==> src/pxk_pkg.sv <==
// Package for the xorshift/KISS random generator: types, codes, constants
// and the one-step generator function. No dependencies.
`timescale 1ns / 1ps

package pxk_pkg;

    // Command codes of an input word
    localparam logic CMD_DRAW = 1'b0;
    localparam logic CMD_LOAD = 1'b1;

    // Generator select codes
    localparam logic GEN_XORSHIFT = 1'b0;
    localparam logic GEN_KISS     = 1'b1;

    // Output format codes
    localparam logic [1:0] FMT_RAW32 = 2'd0;
    localparam logic [1:0] FMT_RAW64 = 2'd1;
    localparam logic [1:0] FMT_F32   = 2'd2;
    localparam logic [1:0] FMT_F64   = 2'd3;

    // Configuration register indexes
    localparam logic REG_GEN_SEL = 1'b0;
    localparam logic REG_FORMAT  = 1'b1;

    localparam int NUM_WORDS = 5;
    localparam int QUEUE_DEPTH = 2;

    localparam logic [31:0] KISS_INC = 32'd1411392427;
    localparam logic [31:0] LOW31    = 32'h7FFF_FFFF;

    // Exponent of a value whose leading one sits at the top mantissa bit,
    // minus the leading-zero count of the left-aligned mantissa
    localparam logic [7:0]  EXP32_TOP = 8'd126;
    localparam logic [10:0] EXP64_TOP = 11'd1022;

    typedef logic [NUM_WORDS-1:0][31:0] t_words;

    // Result of one generator step: new state and the two factors of the
    // output word (KISS passes its sum with a factor of one)
    typedef struct packed {
        t_words      next;
        logic [31:0] fa;
        logic [31:0] fb;
    } t_step;

    // One queued draw: format and the factors of the first and second step
    typedef struct packed {
        logic [1:0]  fmt;
        logic [31:0] a0;
        logic [31:0] b0;
        logic [31:0] a1;
        logic [31:0] b1;
    } t_job;

    function automatic t_step gen_step(t_words w, logic gen);
        t_step       res;
        logic [31:0] t;
        logic [31:0] y;
        logic [31:0] s;
        res = '0;
        t   = '0;
        y   = '0;
        s   = '0;
        if (gen == GEN_KISS) begin
            y = w[1] ^ (w[1] << 5);
            y = y ^ (y >> 7);
            y = y ^ (y << 22);
            s = w[2] + w[3] + w[4];
            res.next[0] = w[0] + KISS_INC;
            res.next[1] = y;
            res.next[2] = w[3];
            res.next[3] = s & LOW31;
            res.next[4] = {31'd0, s[31]};
            res.fa = res.next[0] + res.next[1] + res.next[3];
            res.fb = 32'd1;
        end else begin
            t = w[0] ^ (w[0] >> 7);
            res.next[0] = w[1];
            res.next[1] = w[2];
            res.next[2] = w[3];
            res.next[3] = w[4];
            res.next[4] = (w[4] ^ (w[4] << 6)) ^ (t ^ (t << 13));
            res.fa = {w[2][30:0], 1'b1};
            res.fb = res.next[4];
        end
        return res;
    endfunction

endpackage

==> src/pxk_if.sv <==
// Handshake channels of the random generator: request and sample words.
// Depends on nothing.
`timescale 1ns / 1ps

interface pxk_req_if;
    logic        valid;
    logic        ready;
    logic        command;
    logic [2:0]  seed_slot;
    logic [31:0] seed_value;

    modport source (output valid, command, seed_slot, seed_value, input ready);
    modport sink   (input valid, command, seed_slot, seed_value, output ready);
endinterface

interface pxk_rsp_if;
    logic        valid;
    logic        ready;
    logic [63:0] sample;

    modport source (output valid, sample, input ready);
    modport sink   (input valid, sample, output ready);
endinterface

==> src/pxk_front.sv <==
// Front end: accepts request words, holds configuration and generator state,
// advances the state and queues the output factors. Uses pxk_pkg.
`timescale 1ns / 1ps

module pxk_front
    import pxk_pkg::*;
(
    input  logic       i_clk,
    input  logic       i_rst_n,
    input  logic       i_cfg_we,
    input  logic       i_cfg_idx,
    input  logic [1:0] i_cfg_data,
    pxk_req_if.sink    i_req,
    input  logic       i_full,
    output logic       o_push,
    output t_job       o_job
);

    logic       r_gen_sel;
    logic [1:0] r_fmt;
    t_words     r_words;
    t_words     n_words;
    t_step      step_a;
    t_step      step_b;
    logic       accept;
    logic       two_steps;

    // Accept whenever the queue has room
    assign i_req.ready = !i_full;
    assign accept      = i_req.valid && !i_full;
    assign two_steps   = (r_fmt == FMT_RAW64) || (r_fmt == FMT_F64);

    // Two chained steps; the second is used only by 64-bit formats
    assign step_a = gen_step(r_words, r_gen_sel);
    assign step_b = gen_step(step_a.next, r_gen_sel);

    // Next state: load a word, or advance one or two steps
    always_comb begin
        n_words = r_words;
        if (accept) begin
            if (i_req.command == CMD_LOAD) begin
                if (i_req.seed_slot < 3'(NUM_WORDS)) begin
                    n_words[i_req.seed_slot] = i_req.seed_value;
                end
            end else if (two_steps) begin
                n_words = step_b.next;
            end else begin
                n_words = step_a.next;
            end
        end
    end

    // Queue a draw
    assign o_push    = accept && (i_req.command == CMD_DRAW);
    assign o_job.fmt = r_fmt;
    assign o_job.a0  = step_a.fa;
    assign o_job.b0  = step_a.fb;
    assign o_job.a1  = step_b.fa;
    assign o_job.b1  = step_b.fb;

    // Hold configuration and state
    always_ff @(posedge i_clk) begin
        if (!i_rst_n) begin
            r_gen_sel <= GEN_XORSHIFT;
            r_fmt     <= FMT_RAW32;
            r_words   <= '0;
        end else begin
            r_words <= n_words;
            if (i_cfg_we) begin
                if (i_cfg_idx == REG_GEN_SEL) begin
                    r_gen_sel <= i_cfg_data[0];
                end else begin
                    r_fmt <= i_cfg_data;
                end
            end
        end
    end

endmodule

==> src/pxk_queue.sv <==
// Short queue of draw jobs between front and back end.
// Uses pxk_pkg.
`timescale 1ns / 1ps

module pxk_queue
    import pxk_pkg::*;
(
    input  logic i_clk,
    input  logic i_rst_n,
    input  logic i_push,
    input  t_job i_job,
    output logic o_full,
    output logic o_valid,
    input  logic i_pop_ready,
    output t_job o_job
);

    localparam int PtrW = $clog2(QUEUE_DEPTH);
    localparam int CntW = $clog2(QUEUE_DEPTH + 1);

    t_job            r_mem [QUEUE_DEPTH];
    logic [PtrW-1:0] r_wp;
    logic [PtrW-1:0] r_rp;
    logic [CntW-1:0] r_cnt;
    logic            pop;

    assign o_full  = (r_cnt == CntW'(QUEUE_DEPTH));
    assign o_valid = (r_cnt != '0);
    assign o_job   = r_mem[r_rp];
    assign pop     = o_valid && i_pop_ready;

    // Write entries
    always_ff @(posedge i_clk) begin
        if (i_push) begin
            r_mem[r_wp] <= i_job;
        end
    end

    // Advance pointers and count
    always_ff @(posedge i_clk) begin
        if (!i_rst_n) begin
            r_wp  <= '0;
            r_rp  <= '0;
            r_cnt <= '0;
        end else begin
            if (i_push) begin
                r_wp <= (r_wp == PtrW'(QUEUE_DEPTH - 1)) ? '0 : r_wp + 1'b1;
            end
            if (pop) begin
                r_rp <= (r_rp == PtrW'(QUEUE_DEPTH - 1)) ? '0 : r_rp + 1'b1;
            end
            if (i_push && !pop) begin
                r_cnt <= r_cnt + 1'b1;
            end else if (pop && !i_push) begin
                r_cnt <= r_cnt - 1'b1;
            end
        end
    end

endmodule

==> src/pxk_back.sv <==
// Back end: multiplies the step factors, normalizes uniform mantissas in two
// stages and holds the sample word for the receiver. Uses pxk_pkg.
`timescale 1ns / 1ps

module pxk_back
    import pxk_pkg::*;
(
    input  logic     i_clk,
    input  logic     i_rst_n,
    input  logic     i_valid,
    output logic     o_ready,
    input  t_job     i_job,
    pxk_rsp_if.source o_rsp
);

    // Stage registers
    logic        r_m_vld;
    logic [1:0]  r_m_fmt;
    logic [63:0] r_m_raw;
    logic        r_n_vld;
    logic [1:0]  r_n_fmt;
    logic [63:0] r_n_raw;
    logic [63:0] r_n_x;
    logic [2:0]  r_n_zhi;
    logic        r_n_zero;
    logic        r_o_vld;
    logic [63:0] r_o_sample;

    logic        take_o;
    logic        take_n;
    logic        take_m;
    logic [31:0] prod0;
    logic [31:0] prod1;
    logic [63:0] x0;
    logic [63:0] x1;
    logic [63:0] x2;
    logic [63:0] x3;
    logic [2:0]  zhi;
    logic [63:0] y1;
    logic [63:0] y2;
    logic [63:0] y3;
    logic [2:0]  zlo;
    logic [5:0]  lz;
    logic [7:0]  exp32;
    logic [10:0] exp64;
    logic [63:0] n_sample;

    // Stall chain from the output register backward
    assign take_o  = !r_o_vld || o_rsp.ready;
    assign take_n  = !r_n_vld || take_o;
    assign take_m  = !r_m_vld || take_n;
    assign o_ready = take_m;

    assign prod0 = 32'(i_job.a0 * i_job.b0);
    assign prod1 = 32'(i_job.a1 * i_job.b1);

    // Left-align the mantissa and find the upper three bits of its zero count
    always_comb begin
        if (r_m_fmt == FMT_F64) begin
            x0 = {r_m_raw[63:12], 12'd0};
        end else begin
            x0 = {r_m_raw[63:41], 41'd0};
        end
        zhi[2] = (x0[63:32] == '0);
        x1     = zhi[2] ? (x0 << 32) : x0;
        zhi[1] = (x1[63:48] == '0);
        x2     = zhi[1] ? (x1 << 16) : x1;
        zhi[0] = (x2[63:56] == '0);
        x3     = zhi[0] ? (x2 << 8) : x2;
    end

    // Finish the shift and pack the sample
    always_comb begin
        zlo[2] = (r_n_x[63:60] == '0);
        y1     = zlo[2] ? (r_n_x << 4) : r_n_x;
        zlo[1] = (y1[63:62] == '0);
        y2     = zlo[1] ? (y1 << 2) : y1;
        zlo[0] = !y2[63];
        y3     = zlo[0] ? (y2 << 1) : y2;
        lz     = {r_n_zhi, zlo};
        exp32  = EXP32_TOP - {2'd0, lz};
        exp64  = EXP64_TOP - {5'd0, lz};
        case (r_n_fmt)
            FMT_RAW32: n_sample = {32'd0, r_n_raw[63:32]};
            FMT_RAW64: n_sample = r_n_raw;
            FMT_F32:   n_sample = r_n_zero ? '0 : {32'd0, 1'b0, exp32, y3[62:40]};
            FMT_F64:   n_sample = r_n_zero ? '0 : {1'b0, exp64, y3[62:11]};
            default:   n_sample = r_n_raw;
        endcase
    end

    // Advance stage valids
    always_ff @(posedge i_clk) begin
        if (!i_rst_n) begin
            r_m_vld <= 1'b0;
            r_n_vld <= 1'b0;
            r_o_vld <= 1'b0;
        end else begin
            if (take_m) begin
                r_m_vld <= i_valid;
            end
            if (take_n) begin
                r_n_vld <= r_m_vld;
            end
            if (take_o) begin
                r_o_vld <= r_n_vld;
            end
        end
    end

    // Move payload through the stages
    always_ff @(posedge i_clk) begin
        if (take_m && i_valid) begin
            r_m_fmt <= i_job.fmt;
            r_m_raw <= {prod0, prod1};
        end
        if (take_n && r_m_vld) begin
            r_n_fmt  <= r_m_fmt;
            r_n_raw  <= r_m_raw;
            r_n_x    <= x3;
            r_n_zhi  <= zhi;
            r_n_zero <= (x0 == '0);
        end
        if (take_o && r_n_vld) begin
            r_o_sample <= n_sample;
        end
    end

    assign o_rsp.valid  = r_o_vld;
    assign o_rsp.sample = r_o_sample;

endmodule

==> src/prng_xorshift_kiss_uniform_unit.sv <==
// Top level of the xorshift/KISS random generator: front end, job queue and
// back end. Uses pxk_pkg, pxk_req_if, pxk_rsp_if, pxk_front, pxk_queue, pxk_back.
//
// Usage:
//   Requests arrive on i_req (valid/ready). A load word (command 1) writes
//   seed_value into state word seed_slot (slots 5..7 are ignored) and gives
//   no sample. A draw word (command 0) advances the generator one step, or
//   two for the 64-bit formats, and gives one sample word on o_rsp.
//   Configuration: i_cfg_we writes i_cfg_data into register i_cfg_idx
//   (0 generator select, 1 output format); write only while the block is idle.
//   A draw accepted on i_req passes the queue write, the multiply stage and two
//   normalize stages before its sample shows on o_rsp. Throughput: one word per
//   cycle while o_rsp is not stalled. The state update of both steps completes
//   in the accepting cycle; multiply and normalizing shift are pipelined after.
//   Reset clears all state words, selects xorshift and raw32 output, and
//   empties the queue and pipeline. When the receiver stalls, the sample
//   holds, the pipeline and the two-entry queue fill, then i_req.ready drops.
`timescale 1ns / 1ps

module prng_xorshift_kiss_uniform_unit
    import pxk_pkg::*;
(
    input  logic       i_clk,
    input  logic       i_rst_n,
    input  logic       i_cfg_we,
    input  logic       i_cfg_idx,
    input  logic [1:0] i_cfg_data,
    pxk_req_if.sink    i_req,
    pxk_rsp_if.source  o_rsp
);

    logic push;
    logic full;
    logic q_valid;
    logic q_ready;
    t_job push_job;
    t_job q_job;

    pxk_front u_front (
        .i_clk      (i_clk),
        .i_rst_n    (i_rst_n),
        .i_cfg_we   (i_cfg_we),
        .i_cfg_idx  (i_cfg_idx),
        .i_cfg_data (i_cfg_data),
        .i_req      (i_req),
        .i_full     (full),
        .o_push     (push),
        .o_job      (push_job)
    );

    pxk_queue u_queue (
        .i_clk       (i_clk),
        .i_rst_n     (i_rst_n),
        .i_push      (push),
        .i_job       (push_job),
        .o_full      (full),
        .o_valid     (q_valid),
        .i_pop_ready (q_ready),
        .o_job       (q_job)
    );

    pxk_back u_back (
        .i_clk   (i_clk),
        .i_rst_n (i_rst_n),
        .i_valid (q_valid),
        .o_ready (q_ready),
        .i_job   (q_job),
        .o_rsp   (o_rsp)
    );

    // Only accepted draw words enter the queue
    a_push_is_draw: assert property (@(posedge i_clk) disable iff (!i_rst_n)
        push == (i_req.valid && i_req.ready && (i_req.command == CMD_DRAW)))
        else $error("queue push does not match accepted draw");

    // Never push into a full queue
    a_no_overflow: assert property (@(posedge i_clk) disable iff (!i_rst_n)
        push |-> !full)
        else $error("push into full queue");

    // A draw reaches the queue head no earlier than the next cycle
    a_queue_latency: assert property (@(posedge i_clk) disable iff (!i_rst_n)
        (!q_valid && !push) |=> !q_valid)
        else $error("queue valid without a push");

    // No sample right after reset
    a_reset_quiet: assert property (@(posedge i_clk)
        !i_rst_n |=> !o_rsp.valid)
        else $error("sample valid after reset");

endmodule

==> src/flat_wrapper.sv <==
// flat-port wrapper written by rule: the top's interface ports become plain ports
module prng_xorshift_kiss_uniform_unit_flat import pxk_pkg::*;
  (i_clk, i_rst_n, i_cfg_we, i_cfg_idx, i_cfg_data, i_req_valid, i_req_command, i_req_seed_slot, i_req_seed_value, i_req_ready, o_rsp_valid, o_rsp_sample, o_rsp_ready);
  pxk_req_if i_req_i ();
  pxk_rsp_if o_rsp_i ();
  input  logic i_clk;
  input  logic i_rst_n;
  input  logic i_cfg_we;
  input  logic i_cfg_idx;
  input  logic [1:0] i_cfg_data;
  input wire logic [$bits(i_req_i.valid)-1:0] i_req_valid;
  input wire logic [$bits(i_req_i.command)-1:0] i_req_command;
  input wire logic [$bits(i_req_i.seed_slot)-1:0] i_req_seed_slot;
  input wire logic [$bits(i_req_i.seed_value)-1:0] i_req_seed_value;
  output wire logic [$bits(i_req_i.ready)-1:0] i_req_ready;
  output wire logic [$bits(o_rsp_i.valid)-1:0] o_rsp_valid;
  output wire logic [$bits(o_rsp_i.sample)-1:0] o_rsp_sample;
  input wire logic [$bits(o_rsp_i.ready)-1:0] o_rsp_ready;
  assign i_req_i.valid = i_req_valid;
  assign i_req_i.command = i_req_command;
  assign i_req_i.seed_slot = i_req_seed_slot;
  assign i_req_i.seed_value = i_req_seed_value;
  assign i_req_ready = i_req_i.ready;
  assign o_rsp_valid = o_rsp_i.valid;
  assign o_rsp_sample = o_rsp_i.sample;
  assign o_rsp_i.ready = o_rsp_ready;
  prng_xorshift_kiss_uniform_unit u_core (.i_clk(i_clk), .i_rst_n(i_rst_n), .i_cfg_we(i_cfg_we), .i_cfg_idx(i_cfg_idx), .i_cfg_data(i_cfg_data), .i_req(i_req_i), .o_rsp(o_rsp_i));
endmodule
==> config.mk <==
export PLATFORM = sky130hd
export DESIGN_NAME = prng_xorshift_kiss_uniform_unit_flat
export DESIGN_NICKNAME = d
export VERILOG_FILES = /design/src/pxk_pkg.sv /design/src/pxk_if.sv /design/src/pxk_front.sv /design/src/pxk_queue.sv /design/src/pxk_back.sv /design/src/prng_xorshift_kiss_uniform_unit.sv /design/src/flat_wrapper.sv
export SDC_FILE = /design/constraint.sdc
export NUM_CORES = 2
export LEC_CHECK = 0
export ABC_AREA = 1
export BUFFER_PORTS_ARGS = -buffer_cell sky130_fd_sc_hd__clkbuf_2
export CORE_MARGIN = 5
export CORE_UTILIZATION = 40
export CTS_CLUSTER_DIAMETER = 120
export DETAILED_ROUTE_END_ITERATION = 10
export PLACE_DENSITY = 0.59
export SKIP_CTS_REPAIR_TIMING = 1
export SLEW_MARGIN = 20
export SYNTH_ARGS = -nofsm -noshare
export SYNTH_HDL_FRONTEND = slang
export SYNTH_SLANG_ARGS = --single-unit
==> constraint.sdc <==
create_clock -name i_clk -period 8.1 [get_ports i_clk]
set_input_delay 1.62 -clock i_clk [delete_from_list [all_inputs] [get_ports i_clk]]
set_output_delay 1.62 -clock i_clk [all_outputs]
set_load 0.02 [all_outputs]
==> results.cfg <==
[status]
result_of_the_run = finished, final reports clean

[run]
timing.max_cap.violations = 0

[critical_path]
critical_path_arrival_ps = 8350
critical-path-slowest-cell = xor2_1
cp.required_ps = 8510
worstSetupEndpointType = register
timing.setup.critical_path_class = reg2reg
path_max_fanout = 4
setup.worst_path.start_class = register
slowest_delay_ps = 600

[global_route]
grt_util_all_layers_pct = 33.9
via_count_of_the_first_global_routing_pass = 69700
number_of_antenna_violations_at_the_first_check_in_global_routing = 17
grt_remaining_overflow = 0
grt_start_max_net_pins = 132
wire_length_of_the_first_global_routing_pass_um = 501000

[timing]
max_slew.worst_pin.slew_ps = 1310
final_min_period_over_clock_period_pct = 98.0
final.min_clock_period_ps = 7940
max_clock_freq_mhz = 126
slew-limit-headroom_pct = 12.1
clock-skew-final_ps = 62.1
timing_max_transition_violations_final = 0
report.final.setup_viol = 0
final.hold.worst_slack_ps = 393
final_hold_viol_count = 0

[finish]
n_fill_cell = 19400
nNetsFinal = 11700
area_growth_syn_to_layout_pct = 15.3
layout.core_utilization_pct = 46.3
post_route_cells_drive_above_1_share_pct = 12.4

[drt]
wl_per_cell_um = 27.1
detailedRoute.firstPassIterationCount = 6
avgViaCountPerCell = 5.40
drc_violations_left = 0
vias = 70300
finalWirelength_um = 353000
detail_route.iter0.violations = 7236
route.antenna.remaining_nets = 0

[synthesis]
synth_seq_cells = 683
ys_dominant_reg_cell = edfxtp_1
synthesis.area_per_instance_um2 = 8.03
synth_async_sr_flop_share_pct = 0
synthCells = 9733
synth_fp_nets = 11100
synthDominantCellAreaShare_pct = 24.2
synth_top_area_cell = fa_1
synth.area.top_cells = fa_1 (24%), edfxtp_1 (20%), nand2_1 (11%)
synth_edf_count = 512
count_of_unique_library_cells_instantiated_by_yosys = 67
synth.cell_area_mm2 = 0.0782
synth.cells.most_frequent = nand2_1 (2227), inv_1 (1785), fa_1 (944)
ys_seq_area_share_pct = 24.0
yosys.cell_count.top_type = nand2_1
synth-warning-count = 0

[floorplan]
initial_core_util_pct = 40.1
die_boundary_height_um = 452
std_cell_rows = 162
floorplan.core_area_mm2 = 0.195
pin_count = 110
dieArea_mm2 = 0.204
floorplan.die.width_um = 452

[placement]
io_buffer_count = 109
dp_hpwl_um = 292000
finalWeightedCongestion = 1.05

[clocking]
numClockSinks = 683
cts-root-buf = clkbuf_16
tritoncts.num_buffers = 87
clk_transition_reported_paths_ps = 70
cts_tree = done
clk_latency_ps = 750
htreeDepth = 3
cts_max_path_buffers = 3

[min_path]
hold_path_class = reg2reg
[area by class of cell]
class / instances / area [µm²] / share of cell area [%]
Clock buffer: 107 / 2340 / 2.60
Tap cell: 2624 / 3280 / 3.64
Inverter: 1820 / 6860 / 7.61
Antenna cell: 13 / 32.5 / 0.0361
Sequential cell: 683 / 18800 / 20.9
Multi-Input combinational cell: 6839 / 51400 / 57.0
Timing Repair Buffer: 881 / 6830 / 7.57
Clock inverter: 51 / 604 / 0.670
[per-stage QoR]
stage | setup WS (ps) | TNS (ps) | area [µm²] | std cells
floorplan | 332 | 0 | 78200 | 9733
global placement | -1130 | -25310 | 86700 | 12800
detailed placement | -979 | -23160 | 86700 | 12800
CTS | -1060 | -26450 | 89600 | 13000
global route | -92.4 | -290 | 90100 | 13000
finish | 159 | 0 | 90200 | 13000
[cell families (layout without fill, tap and decap cells)]
family | after synthesis | after routing | synth area share [%]
compound gates | 1533 | 1533 | 11.1
xor+xnor | 536 | 536 | 6.06
fa+ha+maj | 1313 | 1313 | 30.1
buf+inv | 2211 | 2859 | 10.8
flops | 683 | 683 | 24.0
mux | 17 | 17 | 0.237
other cells | 0 | 13 | 0
simple gates | 3440 | 3440 | 17.7
[routing by layer]
metal	share of wire, %	wire length [µm]	vias to the layer above	global-route usage (%)
li1	-	-	31700	-
met5	0.016	58	-	0
met3	7.1	25200	727	5.19
met1	40	142000	34800	43.6
met2	45	159000	3170	54.1
met4	7.7	27300	8	20.7
[cells in the final DEF (no fill, tap or decap), types with 14 or more instances in the layout]
cell and instances:
a21o_1 24, a21oi_1 389, a21oi_2 36, a22oi_1 22, a31oi_1 121, and2_1 16
buf_12 31, buf_4 735, clkbuf_16 91, clkbuf_2 107, clkinv_1 21, dfxtp_1 168
edfxtp_1 512, fa_1 941, ha_1 366, inv_1 1773, inv_2 28, nand2_1 2221
nand2_2 18, nand3_1 329, nand4_1 30, nor2_1 682, nor2_2 14, nor3_1 25
o2111ai_1 15, o211ai_1 52, o21ai_0 629, o21ai_1 49, o21ai_2 31, o21bai_1 32
o22ai_1 29, or2_2 52, xnor2_1 188, xor2_1 339
[worst paths after layout]
check / to / cells past startpoint / slack [ps] / start
hold / removal: u_core.u_back.r_n_raw[7] / 0 / 390 / u_core.u_back.r_m_raw[7]
hold reg to reg: u_core.u_back.r_n_raw[7] / 0 / 390 / u_core.u_back.r_m_raw[7]
setup / recovery: u_core.u_queue.r_mem[1][63] / 33 / 160 / u_core.u_front.r_words[78]
setup reg to reg: u_core.u_queue.r_mem[1][63] / 33 / 160 / u_core.u_front.r_words[78]
[worst max-delay path: cells and delay by family, from the launching register on]
kind	cells	cell delay (ps)
adders and majority gates	6	2460
xor gates and xnor gates	2	810
DFF	1	330
AOI/OAI and AO/OA	13	2450
buffers and inverters	4	680
and+or+nand+nor	8	860
[registers in the layout (all words and copies together) (netlist names), named ones only]
name	count
u_core.u_back.r_n_zero	1
u_core.u_queue.r_rp	1
u_core.u_back.r_n_raw	64
u_core.u_queue.r_wp	1
u_core.u_back.o_rsp.valid	1
u_core.u_front.r_gen_sel	1
u_core.u_back.r_n_fmt	2
u_core.u_front.r_words	159
u_core.u_back.r_m_fmt	2
u_core.u_back.r_n_zhi	3
u_core.u_back.r_n_x	52
u_core.u_back.o_rsp.sample	64
u_core.u_queue.r_mem	260
u_core.u_front.r_fmt	2
u_core.u_queue.r_cnt	2
u_core.u_back.r_n_vld	1
u_core.u_back.r_m_raw	64
u_core.u_back.r_m_vld	1
Power is left out: the tool's default activity adds up to more than one toggle a clock period on the data nets, which glitch-free logic cannot reach.
